--- src/rtl/core/ps2mt_pkg.sv ---
// ----------------------------------------------------------------------------
// ps2mt_pkg
// Shared types and constants of the PS/2 mouse packet tracker.
// ----------------------------------------------------------------------------
package ps2mt_pkg;

  localparam int CoordBitsDefault = 12;
  localparam int CfgBits          = 13;
  localparam int CfgIdxBits       = 2;

  localparam logic [CfgBits-1:0] ScreenWidthReset  = 13'd640;
  localparam logic [CfgBits-1:0] ScreenHeightReset = 13'd480;
  localparam int                 CursorXReset      = 320;
  localparam int                 CursorYReset      = 240;

  // Configuration register indexes
  localparam logic [CfgIdxBits-1:0] CfgScreenWidth  = 2'd0;
  localparam logic [CfgIdxBits-1:0] CfgScreenHeight = 2'd1;

  // Position of the next byte within a packet
  typedef enum logic [1:0] {
    PhFlags = 2'd0,
    PhDx    = 2'd1,
    PhDy    = 2'd2
  } phase_e;

  // Packet as seen by the cursor logic
  typedef struct packed {
    logic       complete;
    logic       left_btn;
    logic [7:0] dx;
    logic [7:0] dy;
  } pkt_t;

endpackage

--- src/rtl/core/ps2mt_packet.sv ---
// ----------------------------------------------------------------------------
// ps2mt_packet
// Byte framer: collects flags and dX, flags the dY byte as packet end.
// ----------------------------------------------------------------------------
module ps2mt_packet (
  input  logic              clk_i,
  input  logic              rst_ni,
  input  logic              step_i,
  input  logic [7:0]        byte_i,
  output ps2mt_pkg::pkt_t   pkt_o
);
  import ps2mt_pkg::*;

  phase_e     phase_q, phase_d;
  logic       left_q;
  logic [7:0] dx_q;

  always_comb begin
    phase_d = phase_q;
    if (step_i) begin
      case (phase_q)
        PhDx:    phase_d = PhDy;
        PhDy:    phase_d = PhFlags;
        default: phase_d = PhDx;
      endcase
    end
  end

  always_comb begin
    pkt_o          = '0;
    pkt_o.complete = (phase_q == PhDy);
    pkt_o.left_btn = left_q;
    pkt_o.dx       = dx_q;
    pkt_o.dy       = byte_i;
  end

  always_ff @(posedge clk_i or negedge rst_ni) begin
    if (!rst_ni) begin
      phase_q <= PhFlags;
      left_q  <= 1'b0;
      dx_q    <= '0;
    end else begin
      phase_q <= phase_d;
      // Capture flags on the first byte, dX on the second
      if (step_i && phase_q != PhDx && phase_q != PhDy) begin
        left_q <= byte_i[0];
      end
      if (step_i && phase_q == PhDx) begin
        dx_q <= byte_i;
      end
    end
  end

endmodule

--- src/rtl/core/ps2mt_cursor.sv ---
// ----------------------------------------------------------------------------
// ps2mt_cursor
// Cursor state: applies one packet's deltas with clamping, tracks the button.
// ----------------------------------------------------------------------------
module ps2mt_cursor #(
  parameter int CoordBits = ps2mt_pkg::CoordBitsDefault
) (
  input  logic                         clk_i,
  input  logic                         rst_ni,
  input  logic                         step_i,
  input  ps2mt_pkg::pkt_t              pkt_i,
  input  logic [ps2mt_pkg::CfgBits-1:0] width_i,
  input  logic [ps2mt_pkg::CfgBits-1:0] height_i,
  output logic [CoordBits-1:0]         pos_x_o,
  output logic [CoordBits-1:0]         pos_y_o,
  output logic                         left_held_o,
  output logic                         left_pressed_o,
  output logic                         left_released_o
);
  import ps2mt_pkg::*;

  localparam int CmpW = ((CfgBits > CoordBits) ? CfgBits : CoordBits) + 2;

  logic [CoordBits-1:0] cursor_x_q, cursor_y_q;
  logic                 left_down_q;
  logic signed [CmpW-1:0] nx, ny;

  function automatic logic [CoordBits-1:0] clamp(logic signed [CmpW-1:0] v,
                                                 logic [CfgBits-1:0] size);
    logic signed [CmpW-1:0] lim;
    logic signed [CmpW-1:0] top;
    logic [CoordBits-1:0]   res;
    top = CmpW'({CoordBits{1'b1}});
    lim = (size == '0) ? '0 : CmpW'(size) - CmpW'(1);
    if (lim > top) begin
      lim = top;
    end
    if (v < 0) begin
      res = '0;
    end else if (v > lim) begin
      res = lim[CoordBits-1:0];
    end else begin
      res = v[CoordBits-1:0];
    end
    return res;
  endfunction

  // Screen Y grows downward, so subtract dY
  assign nx = CmpW'($signed({1'b0, cursor_x_q})) + CmpW'($signed(pkt_i.dx));
  assign ny = CmpW'($signed({1'b0, cursor_y_q})) - CmpW'($signed(pkt_i.dy));

  assign pos_x_o         = clamp(nx, width_i);
  assign pos_y_o         = clamp(ny, height_i);
  assign left_held_o     = pkt_i.left_btn;
  assign left_pressed_o  = pkt_i.left_btn & ~left_down_q;
  assign left_released_o = ~pkt_i.left_btn & left_down_q;

  always_ff @(posedge clk_i or negedge rst_ni) begin
    if (!rst_ni) begin
      cursor_x_q  <= CoordBits'(CursorXReset);
      cursor_y_q  <= CoordBits'(CursorYReset);
      left_down_q <= 1'b0;
    end else if (step_i) begin
      cursor_x_q  <= pos_x_o;
      cursor_y_q  <= pos_y_o;
      left_down_q <= pkt_i.left_btn;
    end
  end

endmodule

--- src/rtl/core/ps2_mouse_packet_tracker.sv ---
// ----------------------------------------------------------------------------
// ps2_mouse_packet_tracker
// Assembles PS/2 mouse bytes into packets and tracks cursor and left button.
// ----------------------------------------------------------------------------
// Usage:
//   rx channel  : one mouse byte per transfer (flags, dX, dY in turn).
//   res channel : one transfer per completed packet carrying the clamped
//                 cursor position and the left button level and edges.
//   cfg channel : register writes (screen width, screen height); always
//                 ready. Write only while no packet is in flight.
// Result path: a dY byte goes from the input register into the result
//   register once that register is free. Flags and dX bytes produce no result.
// Throughput: one byte per cycle while no held result stalls a dY byte,
//   limited by the single input register and the single result register.
// Reset: cursor goes to (320, 240), button released, framer expects a
//   flags byte, screen size returns to 640 x 480.
// Stall: a held result keeps the next dY byte in the input register; flags
//   and dX bytes still pass, so up to three bytes of the next packet are
//   taken before rx ready drops.
// ----------------------------------------------------------------------------
module ps2_mouse_packet_tracker #(
  parameter int CoordBits = ps2mt_pkg::CoordBitsDefault
) (
  input  logic                              clk_i,
  input  logic                              rst_ni,
  input  logic                              rx_valid_i,
  output logic                              rx_ready_o,
  input  logic [7:0]                        rx_byte_i,
  output logic                              res_valid_o,
  input  logic                              res_ready_i,
  output logic [CoordBits-1:0]              pos_x_o,
  output logic [CoordBits-1:0]              pos_y_o,
  output logic                              left_held_o,
  output logic                              left_pressed_o,
  output logic                              left_released_o,
  input  logic                              cfg_valid_i,
  output logic                              cfg_ready_o,
  input  logic [ps2mt_pkg::CfgIdxBits-1:0]  cfg_index_i,
  input  logic [ps2mt_pkg::CfgBits-1:0]     cfg_data_i
);
  import ps2mt_pkg::*;

  logic               in_valid_q;
  logic [7:0]         in_byte_q;
  logic [CfgBits-1:0] width_q, height_q;
  logic               out_valid_q;
  logic [CoordBits-1:0] pos_x_q, pos_y_q;
  logic               held_q, pressed_q, released_q;

  pkt_t               pkt;
  logic               advance, step, fire;
  logic [CoordBits-1:0] nxt_x, nxt_y;
  logic               nxt_held, nxt_pressed, nxt_released;

  assign advance    = ~out_valid_q | res_ready_i;
  assign step       = in_valid_q & (~pkt.complete | advance);
  assign fire       = step & pkt.complete;
  assign rx_ready_o = ~in_valid_q | step;
  assign cfg_ready_o = 1'b1;

  ps2mt_packet u_packet (
    .clk_i  (clk_i),
    .rst_ni (rst_ni),
    .step_i (step),
    .byte_i (in_byte_q),
    .pkt_o  (pkt)
  );

  ps2mt_cursor #(
    .CoordBits (CoordBits)
  ) u_cursor (
    .clk_i           (clk_i),
    .rst_ni          (rst_ni),
    .step_i          (fire),
    .pkt_i           (pkt),
    .width_i         (width_q),
    .height_i        (height_q),
    .pos_x_o         (nxt_x),
    .pos_y_o         (nxt_y),
    .left_held_o     (nxt_held),
    .left_pressed_o  (nxt_pressed),
    .left_released_o (nxt_released)
  );

  // Input register
  always_ff @(posedge clk_i or negedge rst_ni) begin
    if (!rst_ni) begin
      in_valid_q <= 1'b0;
    end else if (rx_ready_o) begin
      in_valid_q <= rx_valid_i;
    end
  end

  always_ff @(posedge clk_i) begin
    if (rx_valid_i && rx_ready_o) begin
      in_byte_q <= rx_byte_i;
    end
  end

  // Configuration registers; unknown indexes drop the write
  always_ff @(posedge clk_i or negedge rst_ni) begin
    if (!rst_ni) begin
      width_q  <= ScreenWidthReset;
      height_q <= ScreenHeightReset;
    end else if (cfg_valid_i) begin
      if (cfg_index_i == CfgScreenWidth) begin
        width_q <= cfg_data_i;
      end
      if (cfg_index_i == CfgScreenHeight) begin
        height_q <= cfg_data_i;
      end
    end
  end

  // Result register
  always_ff @(posedge clk_i or negedge rst_ni) begin
    if (!rst_ni) begin
      out_valid_q <= 1'b0;
    end else if (fire) begin
      out_valid_q <= 1'b1;
    end else if (res_ready_i) begin
      out_valid_q <= 1'b0;
    end
  end

  always_ff @(posedge clk_i) begin
    if (fire) begin
      pos_x_q    <= nxt_x;
      pos_y_q    <= nxt_y;
      held_q     <= nxt_held;
      pressed_q  <= nxt_pressed;
      released_q <= nxt_released;
    end
  end

  assign res_valid_o     = out_valid_q;
  assign pos_x_o         = pos_x_q;
  assign pos_y_o         = pos_y_q;
  assign left_held_o     = held_q;
  assign left_pressed_o  = pressed_q;
  assign left_released_o = released_q;

endmodule

--- config.mk ---
export PLATFORM = sky130hd
export DESIGN_NAME = ps2_mouse_packet_tracker
export DESIGN_NICKNAME = d
export VERILOG_FILES = /design/src/rtl/core/ps2mt_pkg.sv /design/src/rtl/core/ps2mt_packet.sv /design/src/rtl/core/ps2mt_cursor.sv /design/src/rtl/core/ps2_mouse_packet_tracker.sv
export SDC_FILE = /design/constraint.sdc
export NUM_CORES = 1
export LEC_CHECK = 0
export BUFFER_PORTS_ARGS = -buffer_cell sky130_fd_sc_hd__buf_2
export CAP_MARGIN = 0
export CORE_UTILIZATION = 45
export CTS_CLUSTER_DIAMETER = 60
export DETAILED_ROUTE_END_ITERATION = 8
export PLACE_DENSITY = 0.69
export SYNTH_ARGS = -nofsm -noshare
export SYNTH_HDL_FRONTEND = slang
export SYNTH_SLANG_ARGS = --single-unit
--- constraint.sdc ---
create_clock -name clk_i -period 4 [get_ports clk_i]
set_input_delay 0.2 -clock clk_i [delete_from_list [all_inputs] [get_ports clk_i]]
set_output_delay 0.2 -clock clk_i [all_outputs]
set_load 0.005 [all_outputs]
==> results of run 1 <==
final cells by class:
type                    count  area (um^2)  share of cell area [%]
clock buffers              10          239                    2.65
clock inverters             6         96.3                    1.07
inverters                  42          158                    1.75
multi-input cells         504         4440                    49.2
flip-flops and latches     99         2670                    29.6
well taps                 180          225                    2.50
repair buffers            167         1190                    13.2
synthesized netlist by cell type (all sizes together), types with 4 or more instances:
| master | n | area (um^2) |
|---|---|---|
| a211oi | 8 | 65.1 |
| a21o | 5 | 37.5 |
| a21oi | 33 | 169 |
| a31o | 4 | 43.8 |
| and2 | 4 | 25.0 |
| and3 | 13 | 116 |
| buf | 8 | 52.6 |
| clkbuf | 14 | 52.6 |
| dfrtp | 52 | 1300 |
| dfstp | 12 | 315 |
| edfxtp | 35 | 1050 |
| ha | 58 | 726 |
| inv | 42 | 158 |
| mux2 | 27 | 304 |
| mux2i | 15 | 150 |
| nand2 | 61 | 229 |
| nand2b | 6 | 37.5 |
| nand3 | 12 | 60.1 |
| nand4 | 6 | 37.5 |
| nor2 | 47 | 176 |
| nor2b | 4 | 25.0 |
| nor3 | 23 | 115 |
| nor3b | 5 | 47.5 |
| nor4 | 5 | 46.3 |
| o21a | 18 | 135 |
| o21ai | 50 | 250 |
| o22ai | 4 | 25.0 |
| o31ai | 11 | 123 |
| xnor2 | 27 | 236 |
| xor2 | 9 | 78.8 |
worst register-to-register path, stage by stage, from the launching register on:
cell	delay, ns
dfrtp_1	0.42
ha_4	0.20
fa_2	0.42
buf_4	0.16
a21o_1	0.19
a21oi_1	0.22
xnor2_1	0.18
ha_1	0.31
and3_1	0.18
a211oi_2	0.20
o21ai_1	0.11
a211o_1	0.30
maj3_2	0.39
a31oi_1	0.19
buf_4	0.20
buf_4	0.14
o21ai_2	0.06
a21oi_2	0.18
repair_timing:
| item | in CTS | in global routing |
|---|---|---|
| endpoints found under the setup margin | 48 | 48 |
| hold buffers | 1 | 0 |
| gates cloned | 2 | 2 |
| setup buffers | 8 | 11 |
| gates resized for setup | 61 | 77 |
| hold endpoints to repair | 23 | 0 |
| pin swaps | 28 | 75 |
kinds of logic (layout without fill, tap and decap cells):
| logic type | count (synthesis) | after routing | share of synthesized area (%) |
|---|---|---|---|
| other cells | 1 | 1 | 0.0569 |
| buf+inv | 64 | 225 | 3.98 |
| compound gates | 162 | 165 | 16.6 |
| simple gates | 199 | 199 | 15.4 |
| mux | 42 | 42 | 6.89 |
| xor+xnor | 36 | 36 | 4.78 |
| fa+ha+maj | 61 | 61 | 11.8 |
| flops | 99 | 99 | 40.5 |
stage by stage:
step	setup slack [ns]	util (%)	hold slack, ns	area (um^2)
2_1_floorplan	0.00676	-	-0.0956	6640
3_3_place_gp	-0.424	54.9	0.288	7730
3_5_place_dp	-0.538	54.9	0.298	7730
4_1_cts	-0.0206	60.2	0.0104	8480
5_1_grt	-0.297	64.0	0.00389	9020
6_report	-0.182	64.0	0.0114	9020
layer usage:
| metal | GRT usage (%) | wire [um] |
|---|---|---|
| met2 | 42.1 | 9460 |
| met3 | 3.18 | 1190 |
| met1 | 32.8 | 8160 |
| met4 | 11.5 | 799 |
| met5 | 0 | 0 |
worst min path at each step:
| stage | slack (ns) | from | cells after the start | to |
|---|---|---|---|---|
| 2_1_floorplan | -0.1 | rst_ni | 0 | height_q[0] |
| 3_3_place_gp | 0.29 | rst_ni | 1 | u_cursor.left_down_q |
| 3_5_place_dp | 0.30 | rst_ni | 1 | u_cursor.left_down_q |
| 4_1_cts | 0.01 | rx_byte_i[5] | 1 | in_byte_q[5] |
| 5_1_grt | 0.004 | rx_byte_i[5] | 1 | in_byte_q[5] |
| 6_report | 0.01 | rx_byte_i[7] | 1 | in_byte_q[7] |
flip-flops by register name, indices dropped and copies added (netlist names):
name                  flops
height_q                 13
in_byte_q                 8
in_valid_q                1
left_held_o               1
left_pressed_o            1
left_released_o           1
pos_x_o                  12
pos_y_o                  12
res_valid_o               1
u_cursor.cursor_x_q      12
u_cursor.cursor_y_q      12
u_cursor.left_down_q      1
u_packet.dx_q             8
u_packet.left_q           1
u_packet.phase_q          2
width_q                  13
power breakdown:
part / total, mW / leakage [nW] / internal, mW / switching, mW
Clock: 0.987 / 0.161 / 0.573 / 0.413
Combinational: 6.25 / 2.67 / 2.90 / 3.35
Sequential: 1.67 / 1.09 / 1.46 / 0.218
Total: 8.91 / 3.93 / 4.93 / 3.98
==> flow_summary_export.csv, run 1 <==
group,metric,value,unit
clock_tree,htree_levels,3,
timing,hold_violations,0,
power_and_ir_drop,pwr_density_cell,988,nW/um^2
global_route,grt_use_total,25.3,%
setup_path,crit_path_start_kind,"flop",
setup_path,worstPathArrival,4.39,ns
global_route,grt_max_degree,38,
layout,stdcell_count,1008,
power_and_ir_drop,p_total,8.91,mW
setup_path,cp.depth,17,
setup_path,crit_path_end_kind,"flop",
clock_tree,clk_pin_slew,0.08,ns
layout,num_antenna_cells,0,
synthesis,syn-instance-count,664,
detailed_routing,drc,0,
synthesis,synth-edff-count,35,
place,dp_hpwl,12900,um
timing,setup_tns,-3.88,ns
synthesis,ys_warn_count,0,
synthesis,ys_seq_area_share,40.5,%
floorplanning,die_w,123,um
run_status,violations,"setup timing",
setup_path,critPathRequiredTime,4.21,ns
global_route,overflow,0,
clock_tree,cts_root_buf,"clkbuf_16",
place,routabilityCongestion,0.896,
job,cap_violations,0,
detailed_routing,drt_iter0_drc,437,
clock_tree,cts_buffers,9,
global_route,grt_first_pass_wirelength,29200,um
setup_path,timing.rr.end,"pos_x_o[5]",
power_and_ir_drop,ir_worst_vdd,0.000403,V
setup_path,worstPathCellList,"ha_4 > fa_2 > buf_4 > a21o_1 > a21oi_1 > xnor2_1 > ha_1 > and3_1 > a211oi_2 > o21ai_1 > a211o_1 > maj3_2 > a31oi_1 > buf_4 > buf_4 > o21ai_2 > a21oi_2",
setup_path,crit_path_start,"u_packet.dx_q[0]",
synthesis,ys_ff_latch,99,
timing,fin_ws,-0.182,ns
floorplanning,die-area,15100,um^2
setup_path,crit_path_top_delay_cell,"dfrtp_1",
global_route,antenna_found_initial,0,
timing,worst_pin_slew,1.05,ns
timing,rsz0062_at_grt,"yes",
layout,final_common_cell,"buf_4",
timing,setup-violations-final,46,
layout,fin_nets,911,
setup_path,critPathMaxFanout,5,
detailed_routing,wirelength,19600,um
floorplanning,io_pins,58,
clock_tree,worstSkewPairLatency,0.36,ns
detailed_routing,antenna_left,0,
detailed_routing,dr.pass1.iters,6,
layout,drive_above_1_share,40.7,%
layout,nFillCells,1077,
run_status,status,"finished with violations",
setup_path,cpPeakStageDelay,0.42,ns
layout,final_cell_mix,"buf_4 (101), nand2_1 (59), buf_2 (56)",
hold_path,min-delay-path-class,"primary input to flop",
timing,finalCritPeriodShare,105,%
floorplanning,coreArea,14100,um^2
setup_path,endpoint,"pos_x_o[5]",
synthesis,synth_area,6590,um^2
place,dp.cells,968,
timing,finalMaxSlewViolations,0,
global_route,grt_pass1_vias,5862,
layout,area_growth_syn_to_layout,36.8,%
clock_tree,cts.sinks,99,
floorplanning,die_y,123,um
setup_path,critPathKind,"flop to flop",
detailed_routing,wl_per_cell,19.4,um
synthesis,synth.net_count,752,
setup_path,path_delay_family,"compound AO/OA/AOI/OAI gates",
timing,max_freq,239,MHz
power_and_ir_drop,leakage,3.93,nW
floorplanning,rows,43,
floorplanning,start_util,46.8,%
synthesis,synth_ff_type,"dfrtp_1",
setup_path,reg2reg_from,"u_packet.dx_q[0]",
setup_path,reg2reg_depth,17,
setup_path,path_buf_inv,3,
timing,relSlewSlack,29.0,%
synthesis,synthArstFlopShare,64.6,%
timing,finalCriticalPeriod,4.18,ns
detailed_routing,avgViaCountPerCell,5.97,
synthesis,synth_cell_types,68,
setup_path,crit_top_cell,"buf_4",
timing,fin_worst_skew,0.00783,ns
detailed_routing,num_vias,6021,
clock_tree,cts_buffer_depth,2,
place,port-buffer-count,56,
setup_path,ff2ff_setup_slack,-0.18,ns
synthesis,syn_avg_cell_area,9.93,um^2
clock_tree,cts_tree,"yes",
Power figures use the tool's default switching activity.
==> run 2, diff against run 1 <==
Settings changed: PLACE_DENSITY 0.69 to not set, PLACE_DENSITY_LB_ADDON set to 0.3.
==> run 2 against run 1 <==
The run still ends with setup timing left. Clock skew increased by 0.0023 ns. Global-route usage shrank 2.5 points. Total power fell by 11%. Critical endpoint is now pos_y_o[2].
==> flow_summary_export.csv, run 2 (synthesis gave the netlist of run 1 again) <==
group,metric,value,unit
place,port-buffer-count,56,
detailed_routing,dr.pass1.iters,5,
clock_tree,cts_buffer_depth,2,
setup_path,critPathMaxFanout,8,
detailed_routing,num_vias,5599,
global_route,grt_first_pass_wirelength,26300,um
floorplanning,die_w,123,um
detailed_routing,avgViaCountPerCell,5.72,
global_route,grt_use_total,22.8,%
power_and_ir_drop,p_total,7.94,mW
floorplanning,io_pins,58,
clock_tree,clk_pin_slew,0.08,ns
layout,fin_nets,882,
global_route,grtUsageMet3,4.34,%
timing,setup-violations-final,12,
detailed_routing,antenna_left,0,
floorplanning,start_util,46.8,%
detailed_routing,drt_iter0_drc,320,
layout,nFillCells,1144,
floorplanning,coreArea,14100,um^2
layout,stdcell_count,979,
detailed_routing,wl_per_cell,17.6,um
place,dp.cells,941,
clock_tree,worstSkewPairLatency,0.36,ns
layout,drive_above_1_share,36.3,%
timing,fin_ws,-0.0828,ns
clock_tree,cts_buffers,9,
hold_path,hold_path_end,"in_byte_q[3]",
timing,worst_pin_slew,0.966,ns
hold_path,min-delay-path-class,"primary input to flop",
floorplanning,die_y,123,um
setup_path,ff2ff_setup_slack,-0.08,ns
global_route,overflow,0,
setup_path,critPathRequiredTime,4.19,ns
job,cap_violations,0,
setup_path,crit_path_end_kind,"flop",
layout,area_growth_syn_to_layout,28.2,%
setup_path,worstPathArrival,4.27,ns
timing,finalCritPeriodShare,102,%
floorplanning,rows,43,
setup_path,reg2reg_from,"in_byte_q[1]",
layout,top_regs,"height_q x13, width_q x13",
detailed_routing,wirelength,17300,um
place,place_ws,-0.270,ns
clock_tree,htree_levels,3,
global_route,gr-max-usage-layer,"met2",
layout,final_common_cell,"buf_4",
global_route,grt_max_degree,38,
clock_tree,cts_tree,"yes",
setup_path,critPathKind,"flop to flop",
timing,fin_worst_skew,0.0101,ns
run_status,status,"finished with violations",
power_and_ir_drop,leakage,3.73,nW
setup_path,timing.rr.end,"pos_y_o[2]",
clock_tree,cts.sinks,99,
timing,relSlewSlack,35.3,%
detailed_routing,drc,0,
global_route,met1_usage,30.8,%
timing,hold_violations,0,
timing,finalCriticalPeriod,4.08,ns
hold_path,hold_depth,1,
global_route,antenna_found_initial,0,
power_and_ir_drop,pwr_density_cell,939,nW/um^2
floorplanning,die-area,15100,um^2
layout,num_antenna_cells,0,
setup_path,crit_path_start_kind,"flop",
run_status,violations,"setup timing",
timing,finalMaxSlewViolations,0,
clock_tree,cts_root_buf,"clkbuf_16",
timing,rsz0062_at_grt,"yes",
global_route,grt_pass1_vias,5374,
place,routabilityCongestion,0.956,
hold_path,min_from,"rx_byte_i[3]",
power_and_ir_drop,ir_worst_vdd,0.000436,V
place,dp_hpwl,12100,um
setup_path,reg2reg_depth,18,
timing,max_freq,245,MHz
global_route,grt_util_met2,36.9,%
layout,final_cell_mix,"buf_4 (74), nand2_1 (60), buf_2 (56)",
## run 2: cell count changes in the layout (fill, tap and decap cells not counted), moves of 4 or more
cell / previous run / this run
buf_4: 101 / 74
o31ai_2: 3 / 7
nor3_4: 5 / 0
nor3_1: 12 / 16
o31ai_4: 7 / 2
a21oi_2: 5 / 10
mux2i_4: 10 / 5
mux2i_2: 2 / 6
ha_2: 1 / 5
ha_4: 5 / 1
a21oi_1: 17 / 21
a21oi_4: 11 / 2
## run 2: final cells by class
cell class / count / area (um^2) / share of cell area [%]
Multi-Input combinational cell: 503 / 4100 / 48.5
Inverter: 42 / 158 / 1.87
Tap cell: 180 / 225 / 2.66
Timing Repair Buffer: 139 / 953 / 11.3
Clock buffer: 10 / 250 / 2.96
Sequential cell: 99 / 2670 / 31.6
Clock inverter: 6 / 103 / 1.21
## run 2: critical path, cell delays in order, from the launching register on
cell,delay (ns)
edfxtp_1,0.39
inv_2,0.11
ha_1,0.23
nor2b_1,0.14
o31a_1,0.29
o31ai_2,0.30
buf_4,0.18
o211ai_1,0.11
a21oi_1,0.20
xnor2_1,0.11
ha_1,0.34
nand3_1,0.13
nor4_4,0.37
nor2_2,0.07
a211oi_2,0.25
a21oi_2,0.14
buf_12,0.18
mux2i_4,0.19
nor2_1,0.18
## run 2: through the flow
| stage | cell area [um^2] | hold WS (ns) | TNS, ns | util [%] |
|---|---|---|---|---|
| floorplan | 6640 | -0.0956 | 0 | - |
| global placement | 7540 | 0.283 | -1.94 | 53.5 |
| detailed placement | 7540 | 0.296 | -6.29 | 53.5 |
| CTS | 8160 | 0.00306 | -0.0469 | 57.9 |
| global route | 8450 | 0.00544 | -6.46 | 60.0 |
| finish | 8450 | 0.0141 | -0.631 | 60.0 |
## run 2: timing repair
item,in CTS,in global routing
pin swaps,23,34
endpoints found under the hold margin,22,0
setup endpoints to repair,46,48
resized for setup,41,46
hold buffers,1,0
buffers inserted,9,9
cloned,2,1
## run 2: layer usage
layer | routed length (um) | vias to the layer above | part of all wire, %
met3 | 784 | 15 | 4.5
met1 | 7950 | 2734 | 46
met2 | 8330 | 166 | 48
met4 | 197 | 0 | 1.1
met5 | 0 | - | 0
li1 | - | 2684 | -
## run 2: power breakdown
part	switching [mW]	internal, mW
Combinational	2.73	2.51
Clock	0.427	0.598
Sequential	0.212	1.46
## run 2: worst max path at each step
stage,to,from,slack (ns),cells past startpoint
final,pos_y_o[2],in_byte_q[1],-0.08,18
after global routing,pos_y_o[2],height_q[0],-0.30,18
after CTS,pos_y_o[2],in_byte_q[0],-0.03,19
after detailed placement,pos_y_o[2],in_byte_q[0],-0.27,20
after global placement,pos_y_o[2],in_byte_q[0],-0.13,20
after floorplan,pos_x_o[2],width_q[0],0.007,17
